[config.mk]
export PLATFORM = sky130hd
export DESIGN_NAME = ascii_decimal_number_parser_top
export DESIGN_NICKNAME = d
export VERILOG_FILES = /design/src/rtl/adnp_pkg.sv /design/src/rtl/adnp_core.sv /design/src/rtl/adnp_out.sv /design/src/rtl/ascii_decimal_number_parser_top.sv
export SDC_FILE = /design/constraint.sdc
export NUM_CORES = 1
export LEC_CHECK = 0
export BUFFER_PORTS_ARGS = -buffer_cell sky130_fd_sc_hd__buf_2
export CORE_MARGIN = 2
export CORE_UTILIZATION = 55
export CTS_CLUSTER_DIAMETER = 30
export CTS_CLUSTER_SIZE = 30
export DETAILED_ROUTE_END_ITERATION = 16
export GPL_TIMING_DRIVEN = 0
export PLACE_DENSITY = 0.81
export SKIP_CTS_REPAIR_TIMING = 1
export SLEW_MARGIN = 20
export SYNTH_ARGS = -nofsm -noshare
export SYNTH_HDL_FRONTEND = slang
export SYNTH_SLANG_ARGS = --single-unit
[constraint.sdc]
create_clock -name clk -period 7.1 [get_ports clk]
set_clock_uncertainty 0.1 [all_clocks]
set_input_delay 1.42 -clock clk [delete_from_list [all_inputs] [get_ports clk]]
set_output_delay 1.42 -clock clk [all_outputs]
set_load 0.05 [all_outputs]
[src/rtl/adnp_pkg.sv]
`timescale 1ns / 1ps

package adnp_pkg;

  localparam int ACC_W  = 53;
  localparam int FRAC_W = 7;
  localparam int MANT_W = ACC_W + 1;
  localparam int PROD_W = ACC_W + 4;

  localparam logic [ACC_W-1:0]  ACC_MAX  = {ACC_W{1'b1}};
  localparam logic [FRAC_W-1:0] FRAC_MAX = {FRAC_W{1'b1}};

  localparam logic [7:0] CH_NUL   = 8'h00;
  localparam logic [7:0] CH_TAB   = 8'h09;
  localparam logic [7:0] CH_SPACE = 8'h20;
  localparam logic [7:0] CH_MINUS = 8'h2D;
  localparam logic [7:0] CH_POINT = 8'h2E;
  localparam logic [7:0] CH_ZERO  = 8'h30;
  localparam logic [7:0] CH_NINE  = 8'h39;

  typedef struct packed {
    logic [ACC_W-1:0]  acc;
    logic [FRAC_W-1:0] frac;
    logic              digit_seen;
    logic              point_seen;
    logic              negative;
    logic              saturated;
  } adnp_tok_t;

  typedef struct packed {
    logic              emit;
    logic [ACC_W-1:0]  mag;
    logic [FRAC_W-1:0] frac;
    logic              ok;
    logic              ovf;
    logic              neg;
    logic              line_end;
  } adnp_res_t;

endpackage

[src/rtl/adnp_core.sv]
`timescale 1ns / 1ps

module adnp_core #(
  parameter int LINE_LENGTH = 128
) (
  input  logic               clk,
  input  logic               rst,
  input  logic               step,
  input  logic [7:0]         char_code,
  output adnp_pkg::adnp_res_t res
);
  import adnp_pkg::*;

  localparam int POS_W = (LINE_LENGTH > 2) ? $clog2(LINE_LENGTH) : 1;

  adnp_tok_t        tok;
  adnp_tok_t        tok_upd;
  adnp_tok_t        tok_next;
  logic [POS_W-1:0] pos;
  logic [POS_W-1:0] pos_next;
  logic [POS_W:0]   pos_inc;
  logic [3:0]       digit;
  logic [PROD_W-1:0] prod;
  logic             is_digit;
  logic             stop;
  logic             line_done;

  assign is_digit = (char_code >= CH_ZERO) && (char_code <= CH_NINE);
  assign digit    = 4'(char_code - CH_ZERO);
  assign prod     = {1'b0, tok.acc, 3'b000} + {2'b00, tok.acc, 1'b0}
                  + {{(PROD_W - 4){1'b0}}, digit};
  assign pos_inc  = {1'b0, pos} + {{POS_W{1'b0}}, 1'b1};

  always_comb begin
    tok_upd   = tok;
    stop      = 1'b0;
    line_done = 1'b0;
    if (is_digit) begin
      tok_upd.digit_seen = 1'b1;
      if (|prod[PROD_W-1:ACC_W]) begin
        tok_upd.acc       = ACC_MAX;
        tok_upd.saturated = 1'b1;
      end else begin
        tok_upd.acc = prod[ACC_W-1:0];
      end
      if (tok.point_seen && (tok.frac != FRAC_MAX)) begin
        tok_upd.frac = tok.frac + 1'b1;
      end
    end else if (char_code == CH_POINT) begin
      tok_upd.point_seen = 1'b1;
      tok_upd.frac       = '0;
    end else if (char_code == CH_NUL) begin
      stop      = 1'b1;
      line_done = 1'b1;
    end else if (char_code == CH_MINUS) begin
      if (tok.digit_seen) begin
        tok_upd.digit_seen = 1'b0;
      end else begin
        tok_upd.negative = 1'b1;
      end
    end else if ((char_code == CH_SPACE) || (char_code == CH_TAB)) begin
      stop = tok.digit_seen;
    end else begin
      tok_upd.digit_seen = 1'b0;
      stop               = 1'b1;
    end

    if (pos_inc >= (POS_W + 1)'(LINE_LENGTH)) begin
      stop      = 1'b1;
      line_done = 1'b1;
    end
    pos_next = line_done ? '0 : pos_inc[POS_W-1:0];
    tok_next = stop ? '0 : tok_upd;

    res.emit     = stop;
    res.ok       = tok_upd.digit_seen;
    res.mag      = tok_upd.digit_seen ? tok_upd.acc : '0;
    res.frac     = tok_upd.digit_seen ? tok_upd.frac : '0;
    res.ovf      = tok_upd.digit_seen & tok_upd.saturated;
    res.neg      = tok_upd.digit_seen & tok_upd.negative;
    res.line_end = line_done;
  end

  always_ff @(posedge clk) begin
    if (rst) begin
      tok <= '0;
      pos <= '0;
    end else if (step) begin
      tok <= tok_next;
      pos <= pos_next;
    end
  end

  a_line_end_clears_pos: assert property (@(posedge clk) disable iff (rst)
    (step && res.emit && res.line_end) |=> (pos == '0))
    else $error("Line position not cleared after line end.");

  a_sat_holds_max: assert property (@(posedge clk) disable iff (rst)
    tok.saturated |-> (tok.acc == ACC_MAX))
    else $error("Saturated flag set without a saturated accumulator.");

  a_fail_is_zero: assert property (@(posedge clk) disable iff (rst)
    (step && res.emit && !res.ok) |-> ((res.mag == '0) && (res.frac == '0) && !res.ovf))
    else $error("Failed token carries a nonzero result.");

endmodule

[src/rtl/adnp_out.sv]
`timescale 1ns / 1ps

module adnp_out (
  input  logic                         clk,
  input  logic                         rst,
  input  logic                         load,
  input  adnp_pkg::adnp_res_t          res,
  input  logic                         out_stall,
  output logic                         out_valid,
  output logic signed [adnp_pkg::MANT_W-1:0] mantissa,
  output logic [adnp_pkg::FRAC_W-1:0]  fraction_digits,
  output logic                         ok,
  output logic                         overflow,
  output logic                         line_end
);
  import adnp_pkg::*;

  logic [ACC_W-1:0]  mag;
  logic [FRAC_W-1:0] frac;
  logic              neg;
  logic [MANT_W-1:0] mag_ext;

  always_ff @(posedge clk) begin
    if (rst) begin
      out_valid <= 1'b0;
    end else if (load) begin
      out_valid <= 1'b1;
    end else if (!out_stall) begin
      out_valid <= 1'b0;
    end
  end

  always_ff @(posedge clk) begin
    if (load) begin
      mag      <= res.mag;
      frac     <= res.frac;
      ok       <= res.ok;
      overflow <= res.ovf;
      neg      <= res.neg;
      line_end <= res.line_end;
    end
  end

  assign mag_ext         = {1'b0, mag};
  assign mantissa        = neg ? $signed(-mag_ext) : $signed(mag_ext);
  assign fraction_digits = frac;

endmodule

[src/rtl/ascii_decimal_number_parser_top.sv]
`timescale 1ns / 1ps

// Channel  Direction  Handshake              Payload
// in       sink       in_valid / in_stall    char_code
// out      source     out_valid / out_stall  mantissa, fraction_digits, ok, overflow, line_end
//
// One character per cycle unless the output stalls; the digit update is a shift-and-add.
// The character register feeds the core, whose result is registered in the output stage.
// Reset clears the token state, the line position and both valid flags.
// A stall on a valid output holds the character register, which then stalls the input.
module ascii_decimal_number_parser_top #(
  parameter int LINE_LENGTH = 128
) (
  input  logic                                clk,
  input  logic                                rst,
  input  logic                                in_valid,
  output logic                                in_stall,
  input  logic [7:0]                          char_code,
  output logic                                out_valid,
  input  logic                                out_stall,
  output logic signed [adnp_pkg::MANT_W-1:0]  mantissa,
  output logic [adnp_pkg::FRAC_W-1:0]         fraction_digits,
  output logic                                ok,
  output logic                                overflow,
  output logic                                line_end
);
  import adnp_pkg::*;

  logic       char_valid;
  logic [7:0] char_q;
  logic       step;
  logic       accept;
  adnp_res_t  res;

  assign step     = char_valid && (!out_valid || !out_stall);
  assign in_stall = char_valid && !step;
  assign accept   = in_valid && !in_stall;

  always_ff @(posedge clk) begin
    if (rst) begin
      char_valid <= 1'b0;
    end else if (accept) begin
      char_valid <= 1'b1;
    end else if (step) begin
      char_valid <= 1'b0;
    end
  end

  always_ff @(posedge clk) begin
    if (accept) begin
      char_q <= char_code;
    end
  end

  adnp_core #(
    .LINE_LENGTH(LINE_LENGTH)
  ) u_core (
    .clk      (clk),
    .rst      (rst),
    .step     (step),
    .char_code(char_q),
    .res      (res)
  );

  adnp_out u_out (
    .clk            (clk),
    .rst            (rst),
    .load           (step && res.emit),
    .res            (res),
    .out_stall      (out_stall),
    .out_valid      (out_valid),
    .mantissa       (mantissa),
    .fraction_digits(fraction_digits),
    .ok             (ok),
    .overflow       (overflow),
    .line_end       (line_end)
  );

endmodule
# Yosys cells after proc, flatten, opt, wreduce, memory -nomap -nowiden
# Cells that the tools add are included.
word_totals:
  latch_bits: 0
  output_inout_bits: 66
  wordCells: 85
  ff_bits: 145
  rom_bits: 0
  ramBits: 0
  memories: 0
op_classes:
  reduce_logical: 17
  order_cmp: 3
  n_mux: 34
  add_sub_neg: 6
  div_mod_pow: 0
  n_mul: 0
  n_eq_ne: 7
  n_shift: 0
  n_bitwise: 2
ops:
  columns: ["op", "n"]
  rows:
  - ["53-bit 2-to-1 mux", 2]
  - ["64-bit 2-to-1 mux", 1]
  - ["56-bit by 54-bit adder with 57-bit output", 1]
  - ["57-bit by 4-bit adder with 57-bit output", 1]
  - ["54-bit 2-to-1 mux", 1]
  - ["53-bit negation with 54-bit output", 1]
  - ["1-bit 2-to-1 mux", 25]
  - ["8-bit by 6-bit == test with 1-bit output, second input constant", 3]
  - ["7-bit 2-to-1 mux", 3]
  - ["7-bit by 1-bit adder with 8-bit output, second input constant", 1]
  - ["8-bit by 4-bit == test with 1-bit output, second input constant", 1]
  - ["8-bit by 6-bit greater-or-equal comparator with 1-bit output, second input constant", 1]
  - ["8-bit greater-or-equal comparator, second input constant", 1]
  - ["8-bit by 6-bit less-or-equal comparator with 1-bit output, second input constant", 1]
  - ["8-bit zero test", 1]
  - ["8-bit 2-to-1 mux", 1]
  - ["7-bit by 1-bit adder with 7-bit output, second input constant", 1]
  - ["7-bit != test, second input constant", 1]
  - ["1-bit logical AND", 6]
  - ["1-bit zero test", 4]
  - ["2-bit nonzero test", 2]
  - ["4-bit OR reduction", 1]
  - ["4-bit by 1-bit subtractor with 4-bit output, second input constant", 1]
  - ["3-bit AND reduction", 1]
  - ["other kinds (5)", 7]

# Longest topological paths before layout
# Gate-level depths: netlist (run 1).
logic_depth:
  depth_word: 10
  mapped_depth: 15

# Cells and area by module
# From an unflattened synthesis (run 1), not the netlist that was laid out.
hier_totals:
  cells_unflattened: 1236
  area_unflattened_um2: 11230.8
by_module_without_submodules:
  columns: ["mod", "area_each_um2", "cells_each", "instances"]
  rows:
  - ["adnp_core", 7775.0, 980, 1]
  - ["adnp_out", 3156.8, 240, 1]
  - ["ascii_decimal_number_parser_top", 299.0, 16, 1]

# Least setup slack after synthesis (run 1)
# Ideal clock, no wire load.
synth_timing:
  path_kind: "input to register"
  startpoint: "in out_stall"
  endpoint: "reg u_core.tok[31] (netlist name)"
  t_arrival_ns: 5.995
  path_stages: 10
  slack_ns: 0.883
  required_ns: 6.878
  setup_time_ns: 0.122
  cell_sequence: "nand2_1 nand2_1 nor2_1 or2_2 clkbuf_1 nor2_1 a21boi_0 clkbuf_1 clkbuf_1 a221o_1"
synth_via:
  elab_chain_len: 3
synth_lines:
  columns: ["element", "line_no", "source"]
  rows:
  - ["from (decl)", "ascii_decimal_number_parser_top.sv:20", "input logic out_stall,"]
  - ["1-bit zero test", null, null]
  - ["1-bit logical OR", "ascii_decimal_number_parser_top.sv:35", "assign step = char_valid && (!out_valid || !out_stall);"]
  - ["1-bit logical AND", "ascii_decimal_number_parser_top.sv:35", null]
  - ["to (signal assigned)", "adnp_core.sv:89", "tok <= tok_next;"]
  - ["to (decl)", "adnp_core.sv:16", "adnp_tok_t tok;"]
# Every way passes these cells.
# A chain may end at the register's enable or synchronous reset.

# Worst setup path after layout (run 1)
layout_timing:
  startpoint: "reg u_out.mag[20]"
  endpoint: "out mantissa[51] (netlist name)"
layout_via:
  elab_chain_len: 2
layout_lines:
  columns: ["element", "line_no", "source"]
  rows:
  - ["from (decl)", "adnp_out.sv:18", "logic [ACC_W-1:0] mag;"]
  - ["from (signal assigned)", "adnp_out.sv:35", "mag <= res.mag;"]
  - ["53-bit negation with 54-bit output", "adnp_out.sv:45", "assign mantissa = neg ? $signed(-mag_ext) : $signed(mag_ext);"]
  - ["54-bit 2-to-1 mux", "adnp_out.sv:45", null]
  - ["to (decl)", "ascii_decimal_number_parser_top.sv:21", "output logic signed [adnp_pkg::MANT_W-1:0] mantissa,"]
# Every way passes these cells.

==> flow_summary_export.csv, run 1 <==
group,metric,value,unit
outcome,outcome,"finished, final reports clean",
hold_path,hold_depth,1,
detailed_routing,vias,10100,
final_layout,final_nets,1398,
logic_synthesis,synth_edf_count,72,
job,maxCapViolations,0,
place,placed_cells,1522,
place,dp_hpwl,23400,microns
setup_path,cp_max_fo,6,
place,portBuffers,77,
place,place_congestion,0.967,
final_layout,antenna_cells,0,
logic_synthesis,synth_cell_types,70,
clock_tree,clk_latency,0.44,ns
floorplanning,start_util,55.8,%
logic_synthesis,synthAdderAreaFrac,12.9,%
sta,worst_pin_slew,1.08,ns
clock_tree,clk_pin_slew,0.06,ns
detailed_routing,dr.pass1.iters,7,
floorplanning,placementRows,51,
clock_tree,cts_tree,"yes",
sta,fin_crit_sh,91.2,%
final_layout,multiInputGateArea,0.00681,sq mm
logic_synthesis,synth_top_family_by_area,"compound AO/OA/AOI/OAI gates",
sta,slew_violations,0,
detailed_routing,antenna_left,0,
logic_synthesis,syn_nets,1300,
clock_tree,cts_root_buf,"clkbuf_16",
global_routing,grt_pass1_vias,9519,
logic_synthesis,yosysWarnings,0,
setup_path,rr_worst_depth,13,
setup_path,start_kind,"register",
setup_path,cp_common_cell,"or4_1",
setup_path,cp.required,5.58,ns
detailed_routing,wl,30700,microns
sta,setup_violations,0,
setup_path,critPathMaxStageDelay,0.62,ns
clock_tree,cts_buffer_depth,2,
global_routing,grt_pass1_wl,48500,microns
place,place_worst_setup_slack,1.15,ns
logic_synthesis,synthXorXnorAreaFrac,8.45,%
final_layout,drive_gt1_share,10.5,%
power,peakVddDrop,0.169,mV
setup_path,worstSetupEndpointType,"output port",
setup_path,cp_cell_sequence,"or4_1 -> or4_1 -> or4_1 -> buf_2 -> or2_4 -> or3_4 -> or4_4 -> or4_4 -> o41ai_2 -> xnor2_1 -> buf_2",
logic_synthesis,netlist_instances,1178,
sta,setup_tns,0,ns
final_layout,nFillCells,1645,
setup_path,worstPathArrival,4.96,ns
sta,rsz0062_at_grt,"no",
power,power_density,175,mW/mm^2
floorplanning,die_h,144,microns
floorplanning,io_pins,78,
detailed_routing,wl_per_cell,19.8,microns
floorplanning,core,0.0193,sq mm
global_routing,grt_max_degree,31,
sta,hold_viol_final,0,
logic_synthesis,synth-simple-area-share,14.6,%
logic_synthesis,synth_area,0.0108,sq mm
floorplanning,die_w,144,microns
setup_path,cp_slowest_cell,"or4_1",
logic_synthesis,synth-compound-area-share,26.5,%
clock_tree,clock_sink_count,145,
sta,setup_ws,0.625,ns
final_layout,area_growth,12.9,%
detailed_routing,via_per_inst,6.47,
detailed_routing,drcViolationCount,0,
logic_synthesis,synth_top_flop_cell,"dfxtp_1",
sta,fin_hold_ws,0.370,ns
floorplanning,design.die.area,0.0207,sq mm
setup_path,path_class,"reg2out",
clock_tree,cts_htree_levels,4,
global_routing,grtUsageTotal,29.9,%
logic_synthesis,ys_seq_area_share,33.6,%
logic_synthesis,synthMuxAreaShare,0.580,%
global_routing,grt-ovfl-total,0,
power,total_power,2.13,mW
global_routing,antenna_found_initial,0,
clock_tree,cts_buffers,17,
hold_path,hold_path.class,"reg2reg",
logic_synthesis,async_flop_share,0,%
final_layout,finalNonFillerCells,1554,
logic_synthesis,ys_ff_latch,145,
final_layout,seq_area,0.00362,sq mm
power,power.leakage,5.10,nW
logic_synthesis,avgSynthCellArea,9.15,sq um
sta,fin_crit,6.48,ns
detailed_routing,drt_iter0_drc,747,
sta,relSlewSlack,27.7,%
sta,max_freq,0.154,GHz
[kinds of logic after synthesis]
| logic type | after synthesis |
|---|---|
| AND/OR/NAND/NOR | 315 |
| AO/OA/AOI/OAI | 404 |
| adder cells (fa/ha/maj) | 110 |
| multiplexers | 6 |
| XOR/XNOR | 104 |
| flip-flops | 145 |
| buffers and inverters | 94 |
[synthesized netlist by cell type, drive strengths merged (5+ instances only)]
master  instances  share of area, %
xor2           28               2.3
or3            11              0.79
edfxtp         72                20
or4            14               1.1
and3            5              0.29
a31oi           7              0.41
o31a            7              0.58
a311oi          5              0.41
a211oi          8              0.56
or2             6              0.37
nor2           84               2.9
nor3           12              0.56
o21ai          78               3.6
clkbuf         63               2.2
nor2b           7              0.41
o41ai          11              0.96
buf             5              0.22
nand2          99               3.4
nand3          15              0.70
a21oi         103               4.8
nand4          27               1.6
a211o           7              0.57
nor3b           5              0.35
a221o          85               7.9
o21a           12              0.84
a21o           28               1.9
o21bai          8              0.56
inv            26              0.91
dfxtp          73                14
ha            108                13
and2            5              0.29
nand2b          6              0.35
xnor2          76               6.2
o31ai          18               1.3
[placed cells by master, fill, tap and decap left out, types with 28 or more instances in the layout]
cell type	instances
ha_1	108
clkbuf_1	63
dfxtp_1	73
a21o_1	28
xor2_1	28
a221o_1	85
buf_2	78
nand2_1	99
edfxtp_1	72
o21ai_0	78
nor2_1	83
xnor2_1	76
a21oi_1	103
[final cells by class]
cell class	count	share of cell area (%)
plain buffers	68	2.14
clock buffers	17	3.50
clock inverters	15	1.55
inverters	26	0.802
multi-input cells	939	56.0
flip-flops and latches	145	29.8
well taps	265	2.72
repair buffers	79	3.56
[critical path, delay by kind of cell (launching register included)]
family,cells,cell delay (ns)
simple gates,7,3.19
compound gates,1,0.25
xor+xnor,1,0.17
buf+inv,2,0.50
flops,1,0.43
[path summary, 6_finish.rpt]
kind	start	end	slack, ns
min	u_core.tok[0]	u_core.tok[0]	0.37
max	u_out.mag[20]	mantissa[51]	0.62
min reg2reg	u_core.tok[0]	u_core.tok[0]	0.37
max reg2reg	char_q[3]	u_out.mag[12]	0.98
[stage by stage]
stage | utilization, % | instance area, sq um
3_5_place_dp | 59.8 | 11600
6_report | 62.9 | 12200
4_1_cts | 62.9 | 12200
3_3_place_gp | 59.5 | 11500
2_1_floorplan | - | 10800
5_1_grt | 62.9 | 12200
[metal layers]
| layer | vias to the layer above | routed length [microns] | share of wire [%] | track usage (%) |
|---|---|---|---|---|
| met4 | 0 | 1040 | 3.4 | 13.2 |
| met5 | - | 0 | 0 | 0 |
| li1 | 4737 | - | - | - |
| met3 | 74 | 2120 | 6.9 | 5.56 |
| met2 | 466 | 14400 | 47 | 49.5 |
| met1 | 4784 | 13200 | 43 | 38.1 |
[registers in the layout, summed over array words and instances (netlist names)]
register and flops:
u_core.tok 64, u_out.mag 53, char_q 8, u_core.pos 7
u_out.fraction_digits 7, char_valid 1, u_out.line_end 1, u_out.neg 1
u_out.ok 1, u_out.out_valid 1, u_out.overflow 1
[where the power goes]
part           leakage (nW)  internal [mW]  total [mW]  switching, mW
registers              1.24          0.902       0.926         0.0235
clock network         0.303          0.536       0.925          0.389
logic                  3.56         0.0654       0.276          0.210
Note: power is estimated with default switching activity, not from simulation.
==> run 2: changes to the inputs <==
Settings changed: BUFFER_PORTS_ARGS -buffer_cell sky130_fd_sc_hd__buf_2 to unset, CORE_MARGIN 2 to 1, DONT_BUFFER_PORTS set to 1, PLACE_DENSITY 0.81 to 0.77.
==> run 2 against run 1 <==
- via count shrank 3.8%
- sequential share of layout area grew 0.82 points
- register-to-register slack gained 0.11 ns
- die area shrank 2.8%
- fmax shrank 0.80%
- global-route usage grew 0.25 points
- design area shrank 2.7%
- utilization shrank 0.46 points
- worst setup slack lost 0.052 ns
- final cell count shrank 5.3%
- non-clock buffer count shrank 77
- sequential power grew 1%
- largest power group unchanged
==> flow_summary_export.csv, run 2 (synthesis results as in run 1) <==
group,metric,value,unit
clock_tree,cts_buffers,17,
setup_path,start_kind,"register",
place,placed_cell_area,0.0113,sq mm
power,seqPwrFrac,45.9,%
global_routing,grt-ovfl-total,0,
floorplanning,die_w,142,microns
clock_tree,clock_sink_count,145,
floorplanning,io_pins,78,
floorplanning,core,0.0190,sq mm
power,peakVddDrop,0.164,mV
final_layout,final_common_cell,"ha_1",
floorplanning,die_h,142,microns
setup_path,cp.required,5.58,ns
sta,max_freq,0.153,GHz
clock_tree,cts_tree,"yes",
place,place_congestion,0.953,
place,portBuffers,0,
power,combinationalPowerShare,11.7,%
sta,setup_violations,0,
final_layout,drive_gt1_share,6.11,%
outcome,outcome,"finished, final reports clean",
global_routing,grtUsageTotal,30.1,%
setup_path,cp_max_fo,6,
detailed_routing,highest_layer,"met4",
power,p_switching,623,uW
power,power_density,172,mW/mm^2
detailed_routing,wl,29600,microns
final_layout,fin_area,0.0118,sq mm
final_layout,area_growth,9.85,%
place,dp_hpwl,23000,microns
detailed_routing,wl_met1,13200,microns
detailed_routing,drt_iter0_drc,772,
power,power_frac_clock,42.3,%
hold_path,hold_path.class,"reg2reg",
sta,rsz0062_at_grt,"no",
floorplanning,start_util,56.9,%
floorplanning,placementRows,50,
clock_tree,clk_latency,0.43,ns
detailed_routing,antenna_left,0,
sta,relSlewSlack,21.1,%
sta,slew_violations,0,
sta,worst_pin_slew,1.18,ns
final_layout,regMostFlops,"u_core.tok",
sta,fin_crit,6.53,ns
detailed_routing,wl_met2,13600,microns
global_routing,grt_pass1_vias,8915,
detailed_routing,wl_met3,1890,microns
final_layout,reg.largest.list,"u_core.tok: 64 flops, u_out.mag: 53 flops, char_q: 8 flops",
power,p_int,1.41,mW
floorplanning,design.die.area,0.0202,sq mm
setup_path,path_class,"reg2out",
final_layout,largest_register_ff_count,64,
power,switching_share,30.6,%
detailed_routing,drcViolationCount,0,
detailed_routing,wl_per_cell,20.1,microns
place,placed_cells,1440,
clock_tree,cts_root_buf,"clkbuf_16",
setup_path,worstPathArrival,5.01,ns
sta,fin_crit_sh,91.9,%
detailed_routing,via_per_inst,6.58,
detailed_routing,vias,9679,
global_routing,grt_max_degree,29,
global_routing,grt_pass1_wl,47300,microns
job,maxCapViolations,0,
detailed_routing,dr.pass1.iters,7,
setup_path,worstSetupEndpointType,"output port",
final_layout,antenna_cells,0,
power,total_power,2.04,mW
final_layout,finalNonFillerCells,1472,
final_layout,mostFrequentLayoutCells,"ha_1, a21oi_1, nand2_1",
clock_tree,cts_buffer_depth,2,
power,power.leakage,4.84,nW
clock_tree,cts_htree_levels,4,
clock_tree,clk_pin_slew,0.07,ns
final_layout,final_nets,1321,
sta,hold_viol_final,0,
global_routing,antenna_found_initial,0,
run 2: cell types whose count changed in the layout (fill, tap and decap cells not counted), moves of 2 or more:
cell        delta
buf_2         -77
bufinv_16      -2
clkinvlp_4     +2
xnor2_1       -16
xnor2_2       +16
run 2: worst max-delay path, cell delays in order (launching register included):
cell and delay (ns):
edfxtp_1 0.45, or4_1 0.62, or4_1 0.53, or4_1 0.50, buf_2 0.19, or2_4 0.26, or3_4 0.36, or4_4 0.45
or4_4 0.45, o41ai_2 0.24, xnor2_1 0.53
run 2: final timing paths:
path	startpoint	to	slack, ns	cells after the start
setup / recovery	u_out.mag[20]	mantissa[51]	0.57	10
hold / removal	u_core.pos[1]	u_core.pos[1]	0.38	2
setup reg to reg	char_q[3]	u_out.mag[12]	1.09	13
hold reg to reg	u_core.pos[1]	u_core.pos[1]	0.38	2
run 2: routing by layer:
layer,up-vias,GRT usage [%]
met3,63,3.67
met4,0,12.7
li1,4582,-
met2,389,48.0
met1,4645,41.3
met5,-,0
run 2: metrics by stage:
stage               setup TNS, ns  setup slack, ns  util, %  hold WS [ns]
finish                          0            0.572     62.5         0.377
global route                    0            0.498     62.5         0.409
CTS                             0            0.595     62.4         0.381
detailed placement              0             1.07     59.4         0.355
global placement           -32.25            -1.08     58.6         0.351
floorplan                       0            0.883        -         0.327
run 2: final cells by class:
class | instances | area [sq um]
multi-input cells | 939 | 6930
fillers | 1580 | 7110
plain buffers | 68 | 260
clock inverters | 15 | 143
clock buffers | 17 | 425
well taps | 260 | 325
inverters | 26 | 97.6
flip-flops and latches | 145 | 3620
repair buffers | 2 | 40.0
run 2: power by group through the flow:
stage / registers (mW) / logic [mW] / clock network [mW]
after floorplan: 0.946 / 0.196 / 0
after global placement: 0.952 / 0.225 / 0
after detailed placement: 0.952 / 0.237 / 0
after CTS: 0.934 / 0.237 / 0.865
after global routing: 0.937 / 0.250 / 0.903
final: 0.935 / 0.239 / 0.862
==> run 3: changes to the inputs <==
Settings changed: PLACE_DENSITY 0.77 to 0.8.
Clock period 7.1 ns to 5.5 ns, I/O delays scaled along.
==> run 3 against run 2 <==
- the run now ends with setup timing left
- clock power is 35% higher
- combinational power rose by 36%
- sequential share of layout area shrank 0.72 points
- utilization is 1.5 points higher
- global-route usage down 0.051 points
- clock-buffer cell count unchanged
- die area unchanged
- sequential power increased by 29%
==> flow_summary_export.csv, run 3 (synthesis results as in run 1) <==
group,metric,value,unit
outcome,outcome,"finished, violations left",
outcome,violations,"setup timing",
sta,relSlewSlack,16.3,%
global_routing,grt-ovfl-total,0,
detailed_routing,via_per_inst,6.78,
sta,worst_pin_slew,1.25,ns
floorplanning,placementRows,50,
setup_path,critPathMaxStageDelay,0.55,ns
detailed_routing,drcViolationCount,0,
final_layout,drive_gt1_share,8.03,%
job,maxCapViolations,0,
floorplanning,io_pins,78,
clock_tree,clk_latency,0.44,ns
power,p_switching,849,uW
final_layout,antenna_cells,0,
sta,fin_crit_sh,112,%
detailed_routing,vias,10000,
sta,setup_violations,8,
sta,rsz0062_at_grt,"yes",
power,p_int,1.85,mW
final_layout,largest_register_ff_count,64,
power,switching_share,31.5,%
global_routing,busiest_layer,"met2",
global_routing,grt_pass1_vias,9058,
floorplanning,die_w,142,microns
setup_path,critPathTopFamily,"simple AND/OR/NAND/NOR gates",
power,peakVddDrop,0.196,mV
power,seqPwrFrac,44.8,%
setup_path,cp_cell_sequence,"or4_4 -> or4_4 -> buf_4 -> or3_4 -> or3_4 -> or3_4 -> or4_4 -> or4_4 -> o31ai_2 -> xnor2_2",
detailed_routing,wl,30900,microns
clock_tree,cts_buffer_depth,2,
power,power.leakage,4.98,nW
place,portBuffers,0,
setup_path,worstSetupEndpointType,"output port",
hold_path,hold_path.class,"reg2reg",
global_routing,gr-usage-met1,40.2,%
final_layout,area_growth,12.5,%
clock_tree,cts_tree,"yes",
sta,slew_violations,0,
sta,setup_ws,-0.666,ns
final_layout,fin_area,0.0121,sq mm
final_layout,reg.largest.list,"u_core.tok: 64 flops, u_out.mag: 53 flops, char_q: 8 flops",
place,place_worst_setup_slack,-0.342,ns
setup_path,cp_common_cell,"or4_4",
setup_path,cp_max_fo,6,
sta,hold_viol_final,0,
final_layout,regMostFlops,"u_core.tok",
clock_tree,cts_htree_levels,4,
clock_tree,cts_buffers,17,
global_routing,antenna_found_initial,0,
power,power_density,222,mW/mm^2
sta,max_freq,0.162,GHz
place,dp_hpwl,23100,microns
global_routing,grt_pass1_wl,47300,microns
place,placed_cell_area,0.0112,sq mm
global_routing,grt_max_degree,30,
setup_path,start_kind,"register",
place,place_congestion,0.973,
detailed_routing,drt_iter0_drc,1122,
detailed_routing,antenna_left,0,
global_routing,use_met3,4.64,%
final_layout,final_nets,1329,
clock_tree,clock_sink_count,145,
floorplanning,start_util,56.9,%
setup_path,cp_slowest_cell,"or4_4",
final_layout,final_common_cell,"ha_1",
final_layout,mostFrequentLayoutCells,"ha_1, a21oi_1, nand2_1",
floorplanning,design.die.area,0.0202,sq mm
detailed_routing,wl_per_cell,20.9,microns
floorplanning,die_h,142,microns
detailed_routing,dr.pass1.iters,8,
clock_tree,cts_root_buf,"clkbuf_16",
setup_path,cp.required,4.30,ns
sta,fin_crit,6.17,ns
setup_path,cp_num_buf_inv,1,
global_routing,grtUsageTotal,30.1,%
power,power_frac_clock,43.1,%
setup_path,worstPathArrival,4.97,ns
clock_tree,clk_pin_slew,0.07,ns
global_routing,grtUsageMet2,48.9,%
setup_path,path_class,"reg2out",
power,combinationalPowerShare,12.1,%
floorplanning,core,0.0190,sq mm
## run 3: final timing paths
check	cells past startpoint	endpoint	slack (ns)	from
max	10	mantissa[50]	-0.67	u_out.mag[12]
min	1	u_core.tok[0]	0.37	u_core.tok[0]
max reg2reg	13	u_out.mag[12]	0.26	char_q[3]
min reg2reg	1	u_core.tok[0]	0.37	u_core.tok[0]
## run 3: power by group through the flow
stage	Clock (mW)	Sequential, mW	Combinational, mW
2_1_floorplan	0	1.22	0.254
6_report	1.16	1.21	0.325
3_3_place_gp	0	1.23	0.290
3_5_place_dp	0	1.23	0.305
5_1_grt	1.20	1.21	0.338
4_1_cts	1.16	1.20	0.306
## run 3: area by class of cell
cell class | instances | area, sq um
multi-input combinational | 939 | 7100
fill | 1549 | 6830
sequential | 145 | 3620
clock buffer | 17 | 425
tap | 260 | 325
buffer | 68 | 268
clock inverter | 15 | 181
timing repair buffer | 10 | 111
inverter | 26 | 97.6
## run 3: metrics by stage
stage               instances  util (%)  power [mW]  TNS (ns)  hold slack, ns
finish                   1480      64.0        2.70     -2.68           0.372
CTS                      1472      62.5        2.67    -24.71           0.368
global route             1480      64.0        2.75     -3.00           0.392
global placement         1438      58.6        1.52    -43.83           0.342
floorplan                1178         -        1.47         0           0.327
detailed placement       1440      59.3        1.53    -17.53           0.356
## run 3: layer usage
layer / share of wire [%] / up-vias / routed length (microns)
li1: - / 4620 / -
met1: 42 / 4825 / 13000
met2: 47 / 515 / 14400
met3: 8.3 / 77 / 2570
met4: 3.2 / 0 / 987
met5: 0 / - / 0
